**config.mk**
```make
export PLATFORM = sky130hd
export DESIGN_NAME = sound_voice_channel_allocator
export DESIGN_NICKNAME = d
export VERILOG_FILES = /design/src/sva_pkg.sv /design/src/sound_voice_channel_allocator.sv /design/src/sva_chan_ram.sv /design/src/sva_engine.sv
export SDC_FILE = /design/constraint.sdc
export NUM_CORES = 1
export LEC_CHECK = 0
export ABC_AREA = 1
export BUFFER_PORTS_ARGS = -buffer_cell sky130_fd_sc_hd__buf_4
export CAP_MARGIN = 20
export CORE_AREA = 3 3 352 354
export CTS_CLUSTER_DIAMETER = 100
export DETAILED_ROUTE_END_ITERATION = 6
export DIE_AREA = 0 0 355 357
export PLACE_DENSITY = 0.62
export SLEW_MARGIN = 10
export SYNTH_ARGS = -nofsm -noshare
export SYNTH_HDL_FRONTEND = slang
export SYNTH_HIERARCHICAL = 1
export SYNTH_SLANG_ARGS = --single-unit
```
**constraint.sdc**
```tcl
create_clock -name aclk -period 7.65 [get_ports aclk]
set_input_delay 1.1475 -clock aclk [delete_from_list [all_inputs] [get_ports aclk]]
set_output_delay 1.1475 -clock aclk [all_outputs]
set_load 0.01 [all_outputs]
```
**src/sva_pkg.sv**
```systemverilog
// Shared types and codes for the sound voice channel allocator.
package sva_pkg;

    localparam int MAX_CHANNELS_DEF = 32;
    localparam logic [5:0] ACTIVE_RESET = 6'd8;

    typedef enum logic [2:0] {
        OP_START       = 3'd0,
        OP_STOP_ORIGIN = 3'd1,
        OP_STOP_SOUND  = 3'd2,
        OP_STOP_ALL    = 3'd3,
        OP_UNLINK      = 3'd4,
        OP_FINISHED    = 3'd5
    } op_t;

    localparam logic [1:0] ST_ASSIGNED = 2'd0;
    localparam logic [1:0] ST_REJECTED = 2'd1;
    localparam logic [1:0] ST_CHANGED  = 2'd2;
    localparam logic [1:0] ST_NOMATCH  = 2'd3;

    typedef enum logic [2:0] {
        ACT_NONE,
        ACT_ASSIGN,
        ACT_FREE,
        ACT_DETACH,
        ACT_CLEAR
    } act_t;

    typedef struct packed {
        op_t         op;
        logic [9:0]  sound_id;
        logic [15:0] origin_id;
        logic [7:0]  priority_req;
        logic [3:0]  singularity;
        logic [4:0]  channel_index;
    } req_t;

    typedef struct packed {
        logic [1:0] status;
        logic [4:0] channel;
        logic       evicted;
    } res_t;

    typedef struct packed {
        logic [9:0]  sound;
        logic [15:0] origin;
        logic        detached;
        logic [7:0]  prio;
        logic [3:0]  sclass;
    } entry_t;

endpackage

```
**src/sound_voice_channel_allocator.sv**
```systemverilog
// Sound voice channel allocator: channel table with priority-based start and stop operations.
//
// One operation is handled at a time. A start reads the channel table from channel zero, one
// entry per cycle through the single read port of the table memory, and when every active
// channel is busy and none matches its origin and singularity class, it reads the table a
// second time for an eviction candidate. Stop by origin, stop by sound and unlink with a
// nonzero origin read the table the same way up to the first match; stop all, channel
// finished, unlink with a zero origin and unknown codes skip the table read. A new beat is
// taken while the previous result still waits on the output register.
module sound_voice_channel_allocator import sva_pkg::*; #(
    parameter int MAX_CHANNELS = MAX_CHANNELS_DEF
) (
    input  logic        aclk,
    input  logic        aresetn,
    input  logic        cfg_wr_en,
    input  logic [5:0]  cfg_wr_data,
    input  logic        s_valid,
    output logic        s_ready,
    input  logic [2:0]  s_operation,
    input  logic [9:0]  s_sound_id,
    input  logic [15:0] s_origin_id,
    input  logic [7:0]  s_priority_req,
    input  logic [3:0]  s_singularity,
    input  logic [4:0]  s_channel_index,
    output logic        m_valid,
    input  logic        m_ready,
    output logic [1:0]  m_status,
    output logic [4:0]  m_channel,
    output logic        m_evicted
);

    logic [5:0] active_reg, active_next;
    logic       m_valid_reg, m_valid_next;
    res_t       out_reg, out_next;

    req_t       req;
    res_t       res;
    logic       res_valid, res_ready;

    assign req.op            = op_t'(s_operation);
    assign req.sound_id      = s_sound_id;
    assign req.origin_id     = s_origin_id;
    assign req.priority_req  = s_priority_req;
    assign req.singularity   = s_singularity;
    assign req.channel_index = s_channel_index;

    sva_engine #(.MAX_CHANNELS(MAX_CHANNELS)) u_engine (
        .aclk            (aclk),
        .aresetn         (aresetn),
        .active_channels (active_reg),
        .req_valid       (s_valid),
        .req_ready       (s_ready),
        .req             (req),
        .res_valid       (res_valid),
        .res_ready       (res_ready),
        .res             (res)
    );

    assign res_ready = !m_valid_reg || m_ready;

    always_comb begin
        active_next  = cfg_wr_en ? cfg_wr_data : active_reg;
        m_valid_next = m_valid_reg;
        out_next     = out_reg;
        if (res_valid && res_ready) begin
            m_valid_next = 1'b1;
            out_next     = res;
        end else if (m_ready) begin
            m_valid_next = 1'b0;
        end
    end

    always_ff @(posedge aclk) begin
        if (!aresetn) begin
            active_reg  <= ACTIVE_RESET;
            m_valid_reg <= 1'b0;
        end else begin
            active_reg  <= active_next;
            m_valid_reg <= m_valid_next;
        end
    end

    always_ff @(posedge aclk) begin
        out_reg <= out_next;
    end

    assign m_valid   = m_valid_reg;
    assign m_status  = out_reg.status;
    assign m_channel = out_reg.channel;
    assign m_evicted = out_reg.evicted;

endmodule

```
**src/sva_chan_ram.sv**
```systemverilog
// Channel table memory: one write port, one registered read port.
module sva_chan_ram import sva_pkg::*; #(
    parameter int DEPTH = MAX_CHANNELS_DEF,
    localparam int AW = (DEPTH > 1) ? $clog2(DEPTH) : 1
) (
    input  logic          aclk,
    input  logic          wr_en,
    input  logic [AW-1:0] wr_addr,
    input  entry_t        wr_data,
    input  logic          rd_en,
    input  logic [AW-1:0] rd_addr,
    output entry_t        rd_data
);

    entry_t mem [DEPTH];

    always_ff @(posedge aclk) begin
        if (wr_en) begin
            mem[wr_addr] <= wr_data;
        end
    end

    always_ff @(posedge aclk) begin
        if (rd_en) begin
            rd_data <= mem[rd_addr];
        end
    end

endmodule

```
**src/sva_engine.sv**
```systemverilog
// Operation sequencer: busy flags, table scans and write-back.
module sva_engine import sva_pkg::*; #(
    parameter int MAX_CHANNELS = MAX_CHANNELS_DEF,
    localparam int CH_W = (MAX_CHANNELS > 1) ? $clog2(MAX_CHANNELS) : 1,
    localparam int CNT_W = $clog2(MAX_CHANNELS + 1)
) (
    input  logic       aclk,
    input  logic       aresetn,
    input  logic [5:0] active_channels,
    input  logic       req_valid,
    output logic       req_ready,
    input  req_t       req,
    output logic       res_valid,
    input  logic       res_ready,
    output res_t       res
);

    typedef enum logic [3:0] {
        S_IDLE   = 4'b0001,
        S_SCAN1  = 4'b0010,
        S_SCAN2  = 4'b0100,
        S_FINISH = 4'b1000
    } state_t;

    state_t                  state_reg, state_next;
    logic [MAX_CHANNELS-1:0] busy_reg, busy_next;
    logic                    cmp_valid_reg, cmp_valid_next;
    req_t                    req_reg, req_next;
    logic [CNT_W-1:0]        n_reg, n_next;
    logic [CNT_W-1:0]        addr_reg, addr_next;
    logic [CH_W-1:0]         cmp_idx_reg, cmp_idx_next;
    act_t                    act_reg, act_next;
    logic [CH_W-1:0]         tgt_reg, tgt_next;
    entry_t                  wdata_reg, wdata_next;
    res_t                    res_reg, res_next;

    logic [CNT_W-1:0]        n_cur;
    logic [MAX_CHANNELS-1:0] mask_cur, mask_reg;
    logic [CH_W-1:0]         fin_idx;
    logic                    fin_hit;

    logic                    rd_en, wr_en;
    entry_t                  rd_data;

    logic                    busy_c, org_hit, last, hit, hit_ev;
    act_t                    hit_act;
    entry_t                  hit_wdata;

    sva_chan_ram #(.DEPTH(MAX_CHANNELS)) u_ram (
        .aclk    (aclk),
        .wr_en   (wr_en),
        .wr_addr (tgt_reg),
        .wr_data (wdata_reg),
        .rd_en   (rd_en),
        .rd_addr (addr_reg[CH_W-1:0]),
        .rd_data (rd_data)
    );

    always_comb begin
        if (active_channels == 6'd0) begin
            n_cur = CNT_W'(1);
        end else if (int'(active_channels) > MAX_CHANNELS) begin
            n_cur = CNT_W'(MAX_CHANNELS);
        end else begin
            n_cur = CNT_W'(active_channels);
        end
    end

    always_comb begin
        for (int i = 0; i < MAX_CHANNELS; i++) begin
            mask_cur[i] = (i < int'(n_cur));
            mask_reg[i] = (i < int'(n_reg));
        end
    end

    assign fin_idx = CH_W'(req.channel_index);
    assign fin_hit = (int'(req.channel_index) < int'(n_cur)) && busy_reg[fin_idx];

    assign busy_c  = busy_reg[cmp_idx_reg];
    assign org_hit = busy_c && !rd_data.detached && (rd_data.origin == req_reg.origin_id);
    assign last    = (CNT_W'(cmp_idx_reg) + CNT_W'(1)) == n_reg;

    always_comb begin
        hit       = 1'b0;
        hit_ev    = 1'b0;
        hit_act   = ACT_NONE;
        hit_wdata = rd_data;
        if (state_reg == S_SCAN2) begin
            if (rd_data.prio >= req_reg.priority_req) begin
                hit     = 1'b1;
                hit_ev  = 1'b1;
                hit_act = ACT_ASSIGN;
            end
        end else begin
            unique case (req_reg.op)
                OP_START: begin
                    if (!busy_c) begin
                        hit     = 1'b1;
                        hit_act = ACT_ASSIGN;
                    end else if (req_reg.origin_id != 16'd0 && org_hit
                                 && rd_data.sclass == req_reg.singularity) begin
                        hit     = 1'b1;
                        hit_ev  = 1'b1;
                        hit_act = ACT_ASSIGN;
                    end
                end
                OP_STOP_ORIGIN: begin
                    if (org_hit) begin
                        hit     = 1'b1;
                        hit_act = ACT_FREE;
                    end
                end
                OP_STOP_SOUND: begin
                    if (busy_c && rd_data.sound == req_reg.sound_id) begin
                        hit     = 1'b1;
                        hit_act = ACT_FREE;
                    end
                end
                OP_UNLINK: begin
                    if (org_hit) begin
                        hit     = 1'b1;
                        hit_act = ACT_DETACH;
                    end
                end
                default: ;
            endcase
        end
        if (hit_act == ACT_ASSIGN) begin
            hit_wdata.sound    = req_reg.sound_id;
            hit_wdata.origin   = req_reg.origin_id;
            hit_wdata.detached = 1'b0;
            hit_wdata.prio     = req_reg.priority_req;
            hit_wdata.sclass   = req_reg.singularity;
        end else begin
            hit_wdata.detached = 1'b1;
        end
    end

    assign req_ready = (state_reg == S_IDLE);
    assign res_valid = (state_reg == S_FINISH);
    assign res       = res_reg;

    always_comb begin
        state_next     = state_reg;
        busy_next      = busy_reg;
        cmp_valid_next = cmp_valid_reg;
        req_next       = req_reg;
        n_next         = n_reg;
        addr_next      = addr_reg;
        cmp_idx_next   = cmp_idx_reg;
        act_next       = act_reg;
        tgt_next       = tgt_reg;
        wdata_next     = wdata_reg;
        res_next       = res_reg;
        rd_en          = 1'b0;
        wr_en          = 1'b0;

        unique case (state_reg)
            S_IDLE: begin
                if (req_valid) begin
                    req_next         = req;
                    n_next           = n_cur;
                    addr_next        = '0;
                    cmp_valid_next   = 1'b0;
                    act_next         = ACT_NONE;
                    res_next.status  = ST_NOMATCH;
                    res_next.channel = 5'd0;
                    res_next.evicted = 1'b0;
                    state_next       = S_FINISH;
                    unique case (req.op)
                        OP_START, OP_STOP_ORIGIN, OP_STOP_SOUND: begin
                            state_next = S_SCAN1;
                        end
                        OP_UNLINK: begin
                            if (req.origin_id != 16'd0) begin
                                state_next = S_SCAN1;
                            end
                        end
                        OP_STOP_ALL: begin
                            act_next = ACT_CLEAR;
                            if (|(busy_reg & mask_cur)) begin
                                res_next.status = ST_CHANGED;
                            end
                        end
                        OP_FINISHED: begin
                            if (fin_hit) begin
                                act_next         = ACT_FREE;
                                tgt_next         = fin_idx;
                                res_next.status  = ST_CHANGED;
                                res_next.channel = req.channel_index;
                            end
                        end
                        default: ;
                    endcase
                end
            end
            S_SCAN1, S_SCAN2: begin
                if (int'(addr_reg) < int'(n_reg)) begin
                    rd_en     = 1'b1;
                    addr_next = addr_reg + CNT_W'(1);
                end
                cmp_valid_next = rd_en;
                cmp_idx_next   = addr_reg[CH_W-1:0];
                if (cmp_valid_reg) begin
                    if (hit) begin
                        state_next       = S_FINISH;
                        cmp_valid_next   = 1'b0;
                        act_next         = hit_act;
                        tgt_next         = cmp_idx_reg;
                        wdata_next       = hit_wdata;
                        res_next.status  = (hit_act == ACT_ASSIGN) ? ST_ASSIGNED : ST_CHANGED;
                        res_next.channel = 5'(cmp_idx_reg);
                        res_next.evicted = hit_ev;
                    end else if (last) begin
                        cmp_valid_next = 1'b0;
                        if (state_reg == S_SCAN1 && req_reg.op == OP_START) begin
                            state_next = S_SCAN2;
                            addr_next  = '0;
                        end else begin
                            state_next      = S_FINISH;
                            act_next        = ACT_NONE;
                            res_next.status = (state_reg == S_SCAN2) ? ST_REJECTED
                                                                     : ST_NOMATCH;
                        end
                    end
                end
            end
            S_FINISH: begin
                if (res_ready) begin
                    state_next = S_IDLE;
                    unique case (act_reg)
                        ACT_ASSIGN: begin
                            wr_en              = 1'b1;
                            busy_next[tgt_reg] = 1'b1;
                        end
                        ACT_FREE: begin
                            busy_next[tgt_reg] = 1'b0;
                        end
                        ACT_DETACH: begin
                            wr_en = 1'b1;
                        end
                        ACT_CLEAR: begin
                            busy_next = busy_reg & ~mask_reg;
                        end
                        default: ;
                    endcase
                end
            end
            default: begin
                state_next = S_IDLE;
            end
        endcase
    end

    always_ff @(posedge aclk) begin
        if (!aresetn) begin
            state_reg     <= S_IDLE;
            busy_reg      <= '0;
            cmp_valid_reg <= 1'b0;
        end else begin
            state_reg     <= state_next;
            busy_reg      <= busy_next;
            cmp_valid_reg <= cmp_valid_next;
        end
    end

    always_ff @(posedge aclk) begin
        req_reg     <= req_next;
        n_reg       <= n_next;
        addr_reg    <= addr_next;
        cmp_idx_reg <= cmp_idx_next;
        act_reg     <= act_next;
        tgt_reg     <= tgt_next;
        wdata_reg   <= wdata_next;
        res_reg     <= res_next;
    end

endmodule

```
==> run_results.csv <==
group,metric,value,unit
status,status,"finished, final reports clean",
logic_synthesis,synth_cell_type_count,46,
critical_path,crit_type,"flop to flop",
finish,layout_commonest_cell,"nand2_1",
finish,largest_reg_flops,1248,
logic_synthesis,ys.flop_type,"edfxtp_1",
critical_path,required,8.27,ns
logic_synthesis,synthArstFlopShare,0,%
timing,setup_ws,3.90,ns
critical_path,path_common_cell,"nand2_1",
logic_synthesis,synth_top_area_share,69.9,%
detailed_routing,avgViaCountPerCell,5.66,
critical_path,path_max_fanout,76,
die,coreArea,121000,µm²
clocking,clk_pin_slew_worst_paths,0.06,ns
die,row_count,128,
finish,area.growth.synth_to_final,12.0,%
timing,timing.final.crit_period,3.75,ns
global_routing,busiest_layer,"met2",
global_routing,grt_util_met2,42.6,%
critical_path,regToRegStartpoint,"u_engine/addr_reg[0]",
global_routing,grt_use_total,25.5,%
detailed_routing,drc,0,
worst_hold_path,hold_path.startpoint,"u_engine/res[5]",
timing,drv_slew,0,
logic_synthesis,yosys.area.top_type,"edfxtp_1",
placed_design,dpl.hpwl,94100,µm
finish,drive_above_1_share,7.83,%
critical_path,cp-end-kind,"flop",
pwr,ir_drop,0.000266,V
clocking,clock-root-buffer,"clkbuf_16",
timing,finalSetupViolCount,0,
critical_path,start_kind,"flop",
global_routing,grt_start_max_net_pins,188,
logic_synthesis,syn_area_per_cell,11.2,µm²
logic_synthesis,synth_warnings,6,
run,maxCapViolations,0,
clocking,post_cts_buffers,0,
timing,slew-limit-headroom,22.0,%
timing,finalSetupTns,0,ns
placed_design,gp_congestion,0.871,
logic_synthesis,ys_ff_latch,1452,
critical_path,r2r_end,"u_engine/u_ram/rd_data[4]",
logic_synthesis,syn_area,60500,µm²
clocking,cts_hold_buf,0,
global_routing,grt_pass1_wl,244000,µm
global_routing,grt.met3_usage,3.12,%
die,chipHeight,357,µm
detailed_routing,dr.pass1.iters,6,
global_routing,grtUsageMet1,34.0,%
critical_path,cpMaxStageDelayCell,"edfxtp_1",
detailed_routing,drt_iter0_drc,4288,
critical_path,rrSetupSlack,3.90,ns
detailed_routing,post_drt_wl_per_cell,22.8,µm
critical_path,cpPeakStageDelay,0.88,ns
finish,n_antenna_cell,0,
finish,layout_common_cells,"2,012 x nand2_1, 1,408 x edfxtp_1, 983 x nand3_1",
timing,rsz0062_at_grt,"false",
logic_synthesis,postSynthCellCount,5416,
clocking,cts_resized,0,
clocking,insertion_delay,0.77,ns
timing,fin_worst_skew,0.0285,ns
critical_path,path_cells,"buf_4, buf_4, nand2_1, nand3_1, nand3_1, nand2_1, nand2_1, nand2_1, nand2_1, nand2_1",
pwr,powerDensity,353,nW/µm²
timing,period_share,49.0,%
logic_synthesis,syn_nets,5492,
die,start_util,49.8,%
worst_hold_path,worstHoldPathType,"flop to flop",
clocking,clock-sinks,1452,
detailed_routing,routed_wl,164000,µm
detailed_routing,ant_nets,0,
timing,fmax,267,MHz
logic_synthesis,synth.area.top_cells,"edfxtp_1 70%, nand2_1 12%, nand3_1 8.1%, buf_2 1.5%, dfxtp_1 1.5%",
placed_design,pre_cts_ws,3.31,ns
clocking,cts_tree,"yes",
finish,nets,5521,
die,die_x,355,µm
logic_synthesis,yosysSeqAreaShare,71.4,%
logic_synthesis,synth-edff-count,1408,
worst_hold_path,whs_endpoint,"m_channel[4]",
clocking,htree_levels,4,
finish,fillCellCount,10202,
timing,worstMarginPinSlew,1.17,ns
clocking,clock_tree.buffer_depth,3,
placed_design,placed_cell_area,62800,µm²
critical_path,rr_worst_depth,10,
pwr,total_power,23.9,mW
worst_hold_path,whs_path_depth,0,
global_routing,grt_pass1_vias,38301,
placed_design,io_buffers,66,
die,dieArea,127000,µm²
global_routing,overflow,0,
finish,finalInstanceArea,67700,µm²
pwr,power_leakage,24.9,nW
detailed_routing,num_vias,40648,
critical_path,arrival,4.37,ns
critical_path,crit_start,"u_engine/addr_reg[0]",
global_routing,antenna_found_initial,0,
clocking,cts_buffers,150,
timing,finalHoldViolations,0,
die,ios,67,
[per-stage QoR]
step | hold slack (ns) | utilization [%] | std cells
after floorplan | 0.400 | - | 5416
after global placement | 0.408 | 51.7 | 6905
after detailed placement | 0.405 | 51.7 | 6911
after CTS | 0.425 | 55.7 | 7174
after global routing | 0.432 | 55.8 | 7181
final | 0.424 | 55.8 | 7181
[synth_stat cells (22+ instances only)]
master	count
nand3_1	983
nor3_1	22
dfxtp_1	44
nand2_1	2012
nor2_1	170
inv_1	144
buf_2	179
a211oi_1	24
a21oi_1	75
edfxtp_1	1408
clkbuf_1	82
buf_1	26
o21ai_0	88
[logic make-up (layout without fill, tap and decap cells)]
family | after synthesis | after routing | share of synthesized area, %
AO/OA/AOI/OAI | 249 | 249 | 2.37
XOR/XNOR | 27 | 27 | 0.391
adder cells (fa/ha/maj) | 19 | 19 | 0.393
buffers and inverters | 451 | 591 | 3.25
flip-flops | 1452 | 1452 | 71.4
AND/OR/NAND/NOR | 3218 | 3218 | 22.2
[layout make-up]
type                       instances  area, µm²  area share (%)
sequential                      1452      43200            63.7
timing repair buffer             176       1560            2.30
clock inverter                    73        798            1.18
inverter                         152        596           0.879
tap                             1625       2030            3.00
clock buffer                     190       3970            5.86
multi-input combinational       3513      15600            23.1
[critical path, delay by kind of cell, from the launching register on]
kind	cells	cell delay, ns
simple gates	8	1.04
flops	1	0.88
buf+inv	2	1.58
[how the worst max path moves through the flow]
stage,cells after the start,slack [ns],to
finish,10,3.90,u_engine/u_ram/rd_data[4]
global route,10,3.69,u_engine/u_ram/rd_data[4]
CTS,10,3.90,u_engine/u_ram/rd_data[19]
detailed placement,9,3.31,u_engine/u_ram/mem[28][37]
global placement,9,3.31,u_engine/u_ram/mem[25][18]
floorplan,6,3.58,u_engine/u_ram/mem[15][0]
[power breakdown]
| group | leakage (nW) | switching, mW | internal (mW) | total, mW |
|---|---|---|---|---|
| sequential | 13.0 | 0.237 | 8.97 | 9.20 |
| combinational | 9.51 | 5.64 | 1.92 | 7.56 |
| clock | 2.31 | 3.07 | 4.07 | 7.14 |
[routing by layer]
layer	wire, µm	share of wire, %
met1	66300	40
met4	7220	4.4
met2	80600	49
met5	0	0
met3	9780	6.0
(Power assumes the default switching activity.)
